### config.mk
export PLATFORM = sky130hd
export DESIGN_NAME = matrix_vector_transform_4x4_top
export DESIGN_NICKNAME = d
export VERILOG_FILES = /design/src/sv/mvt_pkg.sv /design/src/sv/mvt_front.sv /design/src/sv/mvt_back.sv /design/src/sv/mvt_outq.sv /design/src/sv/matrix_vector_transform_4x4_top.sv
export VERILOG_INCLUDE_DIRS = /design/src /design/src/sv
export SDC_FILE = /design/constraint.sdc
export NUM_CORES = 1
export LEC_CHECK = 0
export CAP_MARGIN = 20
export CORE_AREA = 2 2 116 118
export CTS_CLUSTER_DIAMETER = 150
export DETAILED_ROUTE_END_ITERATION = 12
export DIE_AREA = 0 0 118 120
export DONT_BUFFER_PORTS = 1
export PLACE_DENSITY_LB_ADDON = 0.2
export SKIP_LAST_GASP = 1
export SLEW_MARGIN = 20
export SYNTH_ARGS = -nofsm -noshare
export SYNTH_HDL_FRONTEND = slang
export SYNTH_SLANG_ARGS = --single-unit
### constraint.sdc
create_clock -name clk -period 2.4 [get_ports clk]
set_input_delay 0.36 -clock clk [delete_from_list [all_inputs] [get_ports clk]]
set_output_delay 0.36 -clock clk [all_outputs]
set_load 0.02 [all_outputs]
### src/sv/matrix_vector_transform_4x4_top_defines.svh
// assertion macros used by the transform engine back end
// expects clk and rst_n in the scope of each use
`ifndef MATRIX_VECTOR_TRANSFORM_4X4_TOP_DEFINES_SVH
`define MATRIX_VECTOR_TRANSFORM_4X4_TOP_DEFINES_SVH

// same-cycle implication
`define MVT_ASSERT_SAME(lbl, ante, cons, msg) \
    lbl: assert property (@(posedge clk) disable iff (!rst_n) (ante) |-> (cons)) \
        else $error(msg);

// next-cycle implication
`define MVT_ASSERT_NEXT(lbl, ante, cons, msg) \
    lbl: assert property (@(posedge clk) disable iff (!rst_n) (ante) |=> (cons)) \
        else $error(msg);

`endif

### src/sv/mvt_pkg.sv
// types and constants for the 4x4 matrix-vector transform engine
// no dependencies
package mvt_pkg;

    localparam int DATA_W      = 32;
    localparam int LANES       = 4;
    localparam int DIM         = 4;
    localparam int FRAC_BITS   = 16;
    localparam int STORE_DEPTH = 16;
    localparam int IDX_W       = $clog2(STORE_DEPTH);
    localparam int PROD_W      = 2 * DATA_W;
    localparam int SUM_W       = PROD_W + 3;

    localparam int CQ_DEPTH  = 2;
    localparam int CQ_PTR_W  = $clog2(CQ_DEPTH);
    localparam int CQ_CNT_W  = $clog2(CQ_DEPTH + 1);
    localparam int OQ_DEPTH  = 8;
    localparam int OQ_PTR_W  = $clog2(OQ_DEPTH);
    localparam int OQ_CNT_W  = $clog2(OQ_DEPTH + 1);

    typedef logic signed [DATA_W-1:0] word_t;
    typedef logic signed [PROD_W-1:0] prod_t;
    typedef logic signed [SUM_W-1:0]  sum_t;

    localparam sum_t RND_CONST = sum_t'(1) <<< (FRAC_BITS - 1);

    typedef enum logic
    {
        OP_LOAD  = 1'b0,
        OP_XFORM = 1'b1
    } op_t;

    typedef struct packed
    {
        op_t                     op;
        logic [IDX_W-1:0]        idx;
        word_t                   val;
        logic [LANES-1:0][DATA_W-1:0] vec;
    } cmd_t;

    typedef struct packed
    {
        logic [LANES-1:0][DATA_W-1:0] row;
        logic                         sat;
    } res_t;

endpackage

### src/sv/mvt_front.sv
// front end: accepts beats, classifies load vs transform, queues commands
// depends on mvt_pkg
module mvt_front
(
    input  logic                       clk,
    input  logic                       rst_n,
    input  logic                       push,
    output logic                       full,
    input  logic                       op,
    input  logic [mvt_pkg::IDX_W-1:0]  element_index,
    input  mvt_pkg::word_t             element_value,
    input  mvt_pkg::word_t             vec_x,
    input  mvt_pkg::word_t             vec_y,
    input  mvt_pkg::word_t             vec_z,
    input  mvt_pkg::word_t             vec_w,
    output logic                       cq_valid,
    output mvt_pkg::cmd_t              cq_cmd,
    input  logic                       cq_take
);
    import mvt_pkg::*;

    cmd_t                cq_mem_reg [CQ_DEPTH];
    logic [CQ_PTR_W-1:0] wr_ptr_reg, wr_ptr_next;
    logic [CQ_PTR_W-1:0] rd_ptr_reg, rd_ptr_next;
    logic [CQ_CNT_W-1:0] cnt_reg, cnt_next;
    logic                push_ok;
    logic                take_ok;
    cmd_t                cmd_in;

    always_comb
    begin
        cmd_in = '0;
        cmd_in.op = op_t'(op);
        if (op_t'(op) == OP_LOAD)
        begin
            cmd_in.idx = element_index;
            cmd_in.val = element_value;
        end
        else
        begin
            cmd_in.vec[0] = vec_x;
            cmd_in.vec[1] = vec_y;
            cmd_in.vec[2] = vec_z;
            cmd_in.vec[3] = vec_w;
        end
    end

    assign full     = (cnt_reg == CQ_CNT_W'(CQ_DEPTH));
    assign cq_valid = (cnt_reg != '0);
    assign cq_cmd   = cq_mem_reg[rd_ptr_reg];
    assign push_ok  = push && !full;
    assign take_ok  = cq_take && cq_valid;

    always_comb
    begin
        wr_ptr_next = push_ok ? wr_ptr_reg + 1'b1 : wr_ptr_reg;
        rd_ptr_next = take_ok ? rd_ptr_reg + 1'b1 : rd_ptr_reg;
        cnt_next    = cnt_reg + CQ_CNT_W'(push_ok) - CQ_CNT_W'(take_ok);
    end

    always_ff @(posedge clk)
    begin
        if (push_ok)
        begin
            cq_mem_reg[wr_ptr_reg] <= cmd_in;
        end
    end

    always_ff @(posedge clk or negedge rst_n)
    begin
        if (!rst_n)
        begin
            wr_ptr_reg <= '0;
            rd_ptr_reg <= '0;
            cnt_reg    <= '0;
        end
        else
        begin
            wr_ptr_reg <= wr_ptr_next;
            rd_ptr_reg <= rd_ptr_next;
            cnt_reg    <= cnt_next;
        end
    end

endmodule

### src/sv/mvt_back.sv
// back end: matrix store, product array, adder tree, rounding and clamping
// depends on mvt_pkg and the shared assertion macros
`include "matrix_vector_transform_4x4_top_defines.svh"

module mvt_back
(
    input  logic                         clk,
    input  logic                         rst_n,
    input  logic                         cq_valid,
    input  mvt_pkg::cmd_t                cq_cmd,
    output logic                         cq_take,
    input  logic [mvt_pkg::OQ_CNT_W-1:0] out_count,
    output logic                         res_valid,
    output mvt_pkg::res_t                res
);
    import mvt_pkg::*;

    localparam int OCC_W = OQ_CNT_W + 1;
    localparam sum_t W_MAX = {{(SUM_W-DATA_W+1){1'b0}}, {(DATA_W-1){1'b1}}};
    localparam sum_t W_MIN = {{(SUM_W-DATA_W+1){1'b1}}, {(DATA_W-1){1'b0}}};

    word_t             matrix_reg [STORE_DEPTH];
    prod_t             prod_reg   [LANES][LANES];
    prod_t             prod_next  [LANES][LANES];
    sum_t              pair_reg   [LANES][2];
    sum_t              pair_next  [LANES][2];
    sum_t              tot_reg    [LANES];
    sum_t              tot_next   [LANES];
    logic              s1_valid_reg, s2_valid_reg, s3_valid_reg;
    logic [OCC_W-1:0]  occ;
    logic              credit_ok;
    logic              deq;
    logic              is_load;
    sum_t              shifted;

    assign occ = OCC_W'(out_count) + OCC_W'(s1_valid_reg) + OCC_W'(s2_valid_reg)
               + OCC_W'(s3_valid_reg);
    assign credit_ok = (occ < OCC_W'(OQ_DEPTH));
    assign is_load   = (cq_cmd.op == OP_LOAD);
    assign deq       = cq_valid && (is_load || credit_ok);
    assign cq_take   = deq;

    // row r, column c uses matrix element c*DIM+r
    always_comb
    begin
        for (int r = 0; r < LANES; r++)
        begin
            for (int c = 0; c < LANES; c++)
            begin
                if (r < DIM && c < DIM)
                begin
                    prod_next[r][c] = PROD_W'(matrix_reg[IDX_W'(c*DIM + r)]
                                    * $signed(cq_cmd.vec[c]));
                end
                else
                begin
                    prod_next[r][c] = '0;
                end
            end
        end
    end

    always_comb
    begin
        for (int r = 0; r < LANES; r++)
        begin
            pair_next[r][0] = SUM_W'(prod_reg[r][0]) + SUM_W'(prod_reg[r][1]);
            pair_next[r][1] = SUM_W'(prod_reg[r][2]) + SUM_W'(prod_reg[r][3]);
            tot_next[r]     = pair_reg[r][0] + pair_reg[r][1] + RND_CONST;
        end
    end

    always_comb
    begin
        shifted = '0;
        res = '0;
        for (int r = 0; r < LANES; r++)
        begin
            shifted = tot_reg[r] >>> FRAC_BITS;
            if (r >= DIM)
            begin
                res.row[r] = '0;
            end
            else if (shifted > W_MAX)
            begin
                res.row[r] = W_MAX[DATA_W-1:0];
                res.sat    = 1'b1;
            end
            else if (shifted < W_MIN)
            begin
                res.row[r] = W_MIN[DATA_W-1:0];
                res.sat    = 1'b1;
            end
            else
            begin
                res.row[r] = shifted[DATA_W-1:0];
            end
        end
    end

    assign res_valid = s3_valid_reg;

    always_ff @(posedge clk or negedge rst_n)
    begin
        if (!rst_n)
        begin
            for (int i = 0; i < STORE_DEPTH; i++)
            begin
                matrix_reg[i] <= '0;
            end
        end
        else if (deq && is_load)
        begin
            matrix_reg[cq_cmd.idx] <= cq_cmd.val;
        end
    end

    always_ff @(posedge clk)
    begin
        prod_reg <= prod_next;
        pair_reg <= pair_next;
        tot_reg  <= tot_next;
    end

    always_ff @(posedge clk or negedge rst_n)
    begin
        if (!rst_n)
        begin
            s1_valid_reg <= 1'b0;
            s2_valid_reg <= 1'b0;
            s3_valid_reg <= 1'b0;
        end
        else
        begin
            s1_valid_reg <= deq && !is_load;
            s2_valid_reg <= s1_valid_reg;
            s3_valid_reg <= s2_valid_reg;
        end
    end

    `MVT_ASSERT_SAME(a_credit, 1'b1, occ <= OCC_W'(OQ_DEPTH), "result queue over-committed")
    `MVT_ASSERT_NEXT(a_xform_enters, deq && !is_load, s1_valid_reg, "transform lost at entry")
    `MVT_ASSERT_NEXT(a_load_silent, deq && is_load, !s1_valid_reg, "load started a result")
    `MVT_ASSERT_NEXT(a_load_write, deq && is_load,
        matrix_reg[$past(cq_cmd.idx)] == $past(cq_cmd.val), "matrix write missed")

endmodule

### src/sv/mvt_outq.sv
// result queue presenting empty/pop toward the consumer
// depends on mvt_pkg
module mvt_outq
(
    input  logic                         clk,
    input  logic                         rst_n,
    input  logic                         wr,
    input  mvt_pkg::res_t                din,
    input  logic                         pop,
    output logic                         empty,
    output mvt_pkg::res_t                dout,
    output logic [mvt_pkg::OQ_CNT_W-1:0] count
);
    import mvt_pkg::*;

    res_t                mem_reg [OQ_DEPTH];
    logic [OQ_PTR_W-1:0] wr_ptr_reg, wr_ptr_next;
    logic [OQ_PTR_W-1:0] rd_ptr_reg, rd_ptr_next;
    logic [OQ_CNT_W-1:0] cnt_reg, cnt_next;
    logic                rd_ok;

    assign empty = (cnt_reg == '0);
    assign dout  = mem_reg[rd_ptr_reg];
    assign count = cnt_reg;
    assign rd_ok = pop && !empty;

    always_comb
    begin
        wr_ptr_next = wr ? wr_ptr_reg + 1'b1 : wr_ptr_reg;
        rd_ptr_next = rd_ok ? rd_ptr_reg + 1'b1 : rd_ptr_reg;
        cnt_next    = cnt_reg + OQ_CNT_W'(wr) - OQ_CNT_W'(rd_ok);
    end

    always_ff @(posedge clk)
    begin
        if (wr)
        begin
            mem_reg[wr_ptr_reg] <= din;
        end
    end

    always_ff @(posedge clk or negedge rst_n)
    begin
        if (!rst_n)
        begin
            wr_ptr_reg <= '0;
            rd_ptr_reg <= '0;
            cnt_reg    <= '0;
        end
        else
        begin
            wr_ptr_reg <= wr_ptr_next;
            rd_ptr_reg <= rd_ptr_next;
            cnt_reg    <= cnt_next;
        end
    end

endmodule

### src/sv/matrix_vector_transform_4x4_top.sv
// an accepted transform beat passes the command queue, prod_reg, pair_reg, tot_reg and the result queue
// throughput: one beat per cycle, loads and transforms alike, while full is low and, for transforms,
// while the result queue has credit; 16 parallel 32x32 multipliers; a load takes effect for every
// transform accepted after it; reset clears the matrix to zero and empties both queues
// top level of the 4x4 matrix-vector transform engine
// depends on mvt_pkg, mvt_front, mvt_back, mvt_outq
module matrix_vector_transform_4x4_top
(
    input  logic                       clk,
    input  logic                       rst_n,
    input  logic                       push,
    output logic                       full,
    input  logic                       op,
    input  logic [mvt_pkg::IDX_W-1:0]  element_index,
    input  mvt_pkg::word_t             element_value,
    input  mvt_pkg::word_t             vec_x,
    input  mvt_pkg::word_t             vec_y,
    input  mvt_pkg::word_t             vec_z,
    input  mvt_pkg::word_t             vec_w,
    output logic                       empty,
    input  logic                       pop,
    output mvt_pkg::word_t             out_x,
    output mvt_pkg::word_t             out_y,
    output mvt_pkg::word_t             out_z,
    output mvt_pkg::word_t             out_w,
    output logic                       saturated
);
    import mvt_pkg::*;

    logic                cq_valid;
    cmd_t                cq_cmd;
    logic                cq_take;
    logic [OQ_CNT_W-1:0] out_count;
    logic                res_valid;
    res_t                res;
    res_t                head;

    mvt_front u_front
    (
        .clk           (clk),
        .rst_n         (rst_n),
        .push          (push),
        .full          (full),
        .op            (op),
        .element_index (element_index),
        .element_value (element_value),
        .vec_x         (vec_x),
        .vec_y         (vec_y),
        .vec_z         (vec_z),
        .vec_w         (vec_w),
        .cq_valid      (cq_valid),
        .cq_cmd        (cq_cmd),
        .cq_take       (cq_take)
    );

    mvt_back u_back
    (
        .clk       (clk),
        .rst_n     (rst_n),
        .cq_valid  (cq_valid),
        .cq_cmd    (cq_cmd),
        .cq_take   (cq_take),
        .out_count (out_count),
        .res_valid (res_valid),
        .res       (res)
    );

    mvt_outq u_outq
    (
        .clk   (clk),
        .rst_n (rst_n),
        .wr    (res_valid),
        .din   (res),
        .pop   (pop),
        .empty (empty),
        .dout  (head),
        .count (out_count)
    );

    assign out_x     = head.row[0];
    assign out_y     = head.row[1];
    assign out_z     = head.row[2];
    assign out_w     = head.row[3];
    assign saturated = head.sat;

endmodule

=== After elaboration in Yosys (flattened, before gate mapping) ===
Memories as Yosys holds them, arrays and structs flattened.
Cells that the tools add are included.
Widths: inputs -> output; s select.

* Register bits after elaboration: 11
* RAM bits: 330
* Input port bits: 169
* Output and inout bits: 131
* Logic and storage cells: 34
* Memories: 1

* Add/subtract/negate cells: 9
* Order comparisons: 1
* Equal/unequal tests: 1
* Muxes and demuxes: 4
* Bitwise gates (word level): 1
* Reductions and logical operators: 10

{| class="wikitable"
|+ Memory list
! memory !! depth !! width !! rd ports !! clocked after memory_dff !! write ports !! line !! source
|-
| u_front.cq_mem_reg || 2 || 165 || 1 || 0 || 1 || mvt_front.sv:22 || <nowiki>cmd_t cq_mem_reg [CQ_DEPTH];</nowiki>
|}

{| class="wikitable"
|+ Operator list
! cell !! number
|-
| $mux 128 || 1
|-
| $mux 36 || 1
|-
| $add 5x1->5 || 2
|-
| $add 4x1->5 || 1
|-
| $logic_and 1x1->1 || 5
|-
| $lt 5x4->1 const B || 1
|-
| $add 4x1->4 || 1
|-
| $logic_not 4->1 || 1
|-
| $sub 4x1->4 || 1
|-
| $add 1x1->1 const B || 2
|-
| $add 2x1->2 || 1
|-
| $eq 2x2->1 const B || 1
|-
| $logic_not 1->1 || 2
|-
| $mux 1 || 2
|-
| $reduce_bool 2->1 || 1
|-
| $sub 2x1->2 || 1
|-
| $logic_or 1x1->1 || 1
|-
| $not 1->1 || 1
|}

=== Longest topological paths before layout ===
* Word-level depth: 8
* Depth in mapped cells: 11
* Mapped depth without buffers: 11

=== By module ===
A second synthesis with hierarchy kept.

* Cells, all modules: 2400
* Area, all modules: 53901.7 um^2

{| class="wikitable"
|+ By module, submodules not included
! module !! instances !! cells an instance !! area each (um^2)
|-
| mvt_outq || 1 || 1544 || 39516.6
|-
| mvt_front || 1 || 713 || 13252.7
|-
| mvt_back || 1 || 143 || 1132.3
|}

=== Least setup slack after synthesis ===
No wires, ideal clock.

* Kind: register to register
* From: register u_outq.cnt_reg[0] (netlist: u_outq.count[0])
* To: register u_front.cnt_reg[1]
* Setup time: 80 ps
* Arrival time: 2315 ps
* Data required time: 2320 ps
* Setup slack: 5 ps
* Cell stages (with the launch flop): 12
* Period minus slack after synthesis: 2395 ps
* Cell sequence: dfrtp_1 -> fa_1 -> ha_1 -> and3_1 -> o22ai_2 -> nand2_1 -> a21oi_1 -> ha_1 -> inv_1 -> ha_1 -> xnor2_1 -> xnor2_1

* Word-level cells in the longest chain between the ends: 8

{| class="wikitable"
|+ RTL lines
! item !! line !! source
|-
| start, declared || mvt_outq.sv:19 || <nowiki>logic [OQ_CNT_W-1:0] cnt_reg, cnt_next;</nowiki>
|-
| start signal, assigned || mvt_outq.sv:54 || <nowiki>cnt_reg <= cnt_next;</nowiki>
|-
| $add 4x1->5 || mvt_back.sv:36 || <nowiki>assign occ = OCC_W'(out_count) + OCC_W'(s1_valid_reg) + OCC_W'(s2_valid_reg)</nowiki>
|-
| $add 5x1->5 || mvt_back.sv:36 ||
|-
| $add 5x1->5 || mvt_back.sv:37 || <nowiki>+ OCC_W'(s3_valid_reg);</nowiki>
|-
| $lt 5x4->1 || mvt_back.sv:38 || <nowiki>assign credit_ok = (occ < OCC_W'(OQ_DEPTH));</nowiki>
|-
| $logic_or 1x1->1 || mvt_back.sv:40 || <nowiki>assign deq = cq_valid && (is_load || credit_ok);</nowiki>
|-
| $logic_and 1x1->1 || mvt_back.sv:40 ||
|-
| $logic_and 1x1->1 || mvt_front.sv:52 || <nowiki>assign take_ok = cq_take && cq_valid;</nowiki>
|-
| via u_front.take_ok || mvt_front.sv:27 || <nowiki>logic take_ok;</nowiki>
|-
| $sub 2x1->2 || mvt_front.sv:58 || <nowiki>cnt_next = cnt_reg + CQ_CNT_W'(push_ok) - CQ_CNT_W'(take_ok);</nowiki>
|-
| via u_front.cnt_next[1] || mvt_front.sv:25 || <nowiki>logic [CQ_CNT_W-1:0] cnt_reg, cnt_next;</nowiki>
|-
| end signal, assigned || mvt_front.sv:81 || <nowiki>cnt_reg <= cnt_next;</nowiki>
|-
| end, declared || mvt_front.sv:25 ||
|}

The timed path passes the listed nets, and every way through them passes these cells.
A chain may end at the register's enable or synchronous reset.

=== Worst setup path after layout ===
Same ends and word-level chain as after synthesis.

==> flow_summary.rst <==
.. list-table::
   :header-rows: 1

   * - Metric
     - Value
   * - Status
     - complete, no violations
   * - Top Ports
     - 300
   * - Num CTS Buffers
     - 3
   * - Number of fill cells in the layout
     - between 1000 and 1500
   * - Ratio of cells with drive above 1 in the final layout
     - 0.0680
   * - Total iterations of the first detailed-routing run
     - 3
   * - H-tree depth
     - 1
   * - Distinct cell type count after synthesis
     - 25
   * - Combined area of the multi-input logic cells
     - a little under 900 µm²
   * - Power Dens Cells
     - a little under 1000 nW/µm²
   * - Overall overflow remaining after global route
     - 0
   * - Number of max-capacitance violations reported
     - 0
   * - Worst hold slack
     - between 200 and 250 ps
   * - Biggest area consumer among synthesized cells
     - sky130_fd_sc_hd__buf_4
   * - Startpoint type of the worst setup path
     - flop
   * - Detailed-route DRC error count
     - 0
   * - Clock tree root driver cell
     - sky130_fd_sc_hd__clkbuf_16
   * - Wirelength, routed
     - roughly 1.8 mm
   * - Count of synthesis-stage warnings from yosys
     - 0
   * - Internal power
     - between 800 and 900 µW
   * - Class of the worst hold path
     - in2reg
   * - Most used standard cells in the synthesized netlist
     - sky130_fd_sc_hd__buf_4 (129), sky130_fd_sc_hd__inv_1 (12), sky130_fd_sc_hd__dfrtp_1 (11), sky130_fd_sc_hd__ha_1 (9)
   * - Crit Path Category
     - reg2reg
   * - Critical path fanouts, max
     - 2
   * - Effective utilization at floorplan
     - 0.132
   * - Mapped cell area
     - 1720 µm²
   * - Share of total power in combinational logic
     - 0.533
   * - Number of enable flip-flop cells after synthesis
     - 2
   * - Clock slew at the register clock pins of the worst setup and hold paths
     - about 40 ps
   * - Kind of capture point of the worst setup path
     - flop
   * - 1st-iter DRT viols
     - 14
   * - Clock sinks
     - 13
   * - Number of synthesized register bits
     - 13
   * - Core region area
     - 13000 µm²
   * - Maximum number of pins on one net before global-route repair
     - 12
   * - Final count of pins violating max slew
     - 0
   * - Total die area
     - between 10000 and 15000 µm²
   * - Post-route cell area
     - roughly 1600 µm²
   * - VDD IR-drop max
     - ~0.36 mV
   * - Total vias in the final route
     - ~800
   * - Row count
     - 42
   * - Flip-flop count of the largest register, all copies and words added
     - 4
   * - Diode count
     - 0
   * - Relative slew slack
     - 0.643
   * - Number of routed nets with antenna violations
     - 0
   * - Sequential-to-total area share from yosys stat
     - 0.195
   * - Half-perimeter wire length after detailed placement
     - around 1.6 mm
   * - Width of the die
     - between 100 and 150 µm
   * - RSZ-0062 raised after global routing
     - true
   * - Signed area change from the synthesized netlist to the final layout
     - -6.99%
   * - Layout Skew
     - between 3 and 4 ps
   * - Clock latency on the worst-skew pair
     - 240 ps
   * - Setup slack of the worst register-to-register path
     - roughly 12 ps
   * - Number of buffers on the longest clock path
     - 2
   * - Leak pwr
     - between 0.0008 and 0.0009 µW
   * - Most frequently used cell type in the post-synthesis netlist
     - sky130_fd_sc_hd__buf_4
   * - Crit path arrival time
     - 2550 ps
   * - Routed via count divided by cell count
     - between 2 and 2.5
   * - Overall power after layout
     - 1580 µW
   * - Setup violation total in the final timing report
     - 0
   * - Transition at the pin with the smallest max-transition slack
     - between 500 and 600 ps
   * - Height of the die
     - about 120 µm
   * - PortBufs
     - 0
   * - Max Freq
     - around 0.42 GHz
   * - Share of power burned in registers
     - 0.271
   * - Global-route wire length before repair
     - between 2 and 2.5 mm
   * - GRT Resource Usage Total
     - 0.0219
   * - Number of nets in the layout
     - 387
   * - Proportion of power drawn by the clock network
     - 0.197
   * - Wire length per cell
     - 4.72 µm
   * - Top area cells in the synthesized netlist
     - sky130_fd_sc_hd__buf_4 (56%), sky130_fd_sc_hd__dfrtp_1 (16%), sky130_fd_sc_hd__ha_1 (6.6%)
   * - Net switching power of the design
     - ~680 µW
   * - Cell count after synthesis
     - 197
   * - Post-synthesis average cell area
     - between 8 and 9 µm²
   * - Cell Area, Placed
     - 1490 µm²
   * - Share of flip-flops with an asynchronous set or reset after synthesis
     - 0.846
   * - Critical path required time
     - roughly 2600 ps
   * - Final critical delay including setup and external delays
     - 2390 ps
   * - Ratio of final minimum period to clock period
     - 0.995
   * - Via count of the first global-routing pass
     - ~580
   * - Sequential cell area
     - around 340 µm²
   * - TritonCTS clock tree
     - yes
   * - Routability Congestion
     - between 0.6 and 0.7
   * - Synth top area share
     - 0.564
   * - Switching share of power
     - 0.433
   * - Initial antenna violation count
     - 0
   * - Hold Fails Final Rpt
     - 0
   * - Predominant post-synthesis flop cell
     - sky130_fd_sc_hd__dfrtp_1
==> kinds of logic after synthesis <==
| kind of cell | after synthesis | share of synthesized area |
|---|---|---|
| buffers and inverters | 141 | 0.590 |
| and+or+nand+nor | 17 | 0.0575 |
| DFF | 13 | 0.195 |
| adders and majority gates | 11 | 0.0889 |
| AOI/OAI and AO/OA | 8 | 0.0350 |
| xor gates and xnor gates | 5 | 0.0255 |
| other | 1 | 0.00218 |
| muxes | 1 | 0.00583 |
==> critical path, cell delays in order, from the launching register on <==
cell	delay (ps)
sky130_fd_sc_hd__dfrtp_1	400
sky130_fd_sc_hd__fa_2	420
sky130_fd_sc_hd__ha_4	220
sky130_fd_sc_hd__and3_1	180
sky130_fd_sc_hd__o22ai_2	170
sky130_fd_sc_hd__nand2_2	90
sky130_fd_sc_hd__a21oi_2	130
sky130_fd_sc_hd__ha_1	240
sky130_fd_sc_hd__inv_1	50
sky130_fd_sc_hd__ha_1	150
sky130_fd_sc_hd__xnor2_1	130
sky130_fd_sc_hd__xnor2_1	130
==> layout by cell type (no fill, tap or decap), drive strengths merged, types with 2 or more instances in the layout <==
cell,n
conb,129
inv,12
dfrtp,11
ha,9
buf,5
xnor2,4
nand2,4
clkbuf,4
and3,3
nor2b,3
a21o,2
nand4,2
nor2,2
edfxtp,2
a21oi,2
fa,2
==> per-layer routing <==
metal,up-vias,GRT usage,wire (µm)
met5,-,0,0
met4,0,0.0113,22
met3,2,0.00760,224
met2,75,0.0367,891
met1,354,0.0246,664
li1,373,-,-
==> power groups by stage <==
stage	combinational (µW)	clock [µW]	sequential (µW)
2_1_floorplan	819	0	411
3_3_place_gp	811	0	427
3_5_place_dp	817	0	427
4_1_cts	851	318	429
5_1_grt	949	330	444
6_report	841	311	427
==> layout make-up <==
class / count / area share
multi-input combinational: 171 / 0.545
sequential: 13 / 0.210
tap: 176 / 0.138
clock buffer: 4 / 0.0493
timing repair buffer: 6 / 0.0298
inverter: 12 / 0.0282
==> path summary, 6_finish.rpt <==
| kind | endpoint | depth (start not counted) | start |
|---|---|---|---|
| setup / recovery | u_front.cnt_reg[1] | 11 | u_outq.count[0] |
| hold / removal | u_front.cq_mem_reg[0][164] | 0 | op |
| setup reg to reg | u_front.cnt_reg[1] | 11 | u_outq.count[0] |
| hold reg to reg | u_back.s2_valid_reg | 0 | u_back.s1_valid_reg |
| max in group asynchronous | u_back.res_valid | 1 | rst_n |
| min in group asynchronous | u_front.wr_ptr_reg | 1 | rst_n |
==> what timing repair did <==
| action | in CTS | in global routing |
|---|---|---|
| hold buffers | 1 | 0 |
| setup buffers | 0 | 0 |
| setup endpoints to repair | 2 | 1 |
| pin swaps | 6 | 4 |
| resized for setup | 3 | 1 |
| endpoints found under the hold margin | 11 | 0 |
==> metrics by stage <==
step	std cells	TNS [ps]	util	setup slack, ps
floorplan	325	0	-	4.58
finish	382	0	0.123	12.0
global route	382	-145	0.123	-145
CTS	382	-60.7	0.123	-60.7
global placement	377	-173	0.115	-163
detailed placement	377	-174	0.115	-168
Power figures use the tool's default switching activity.
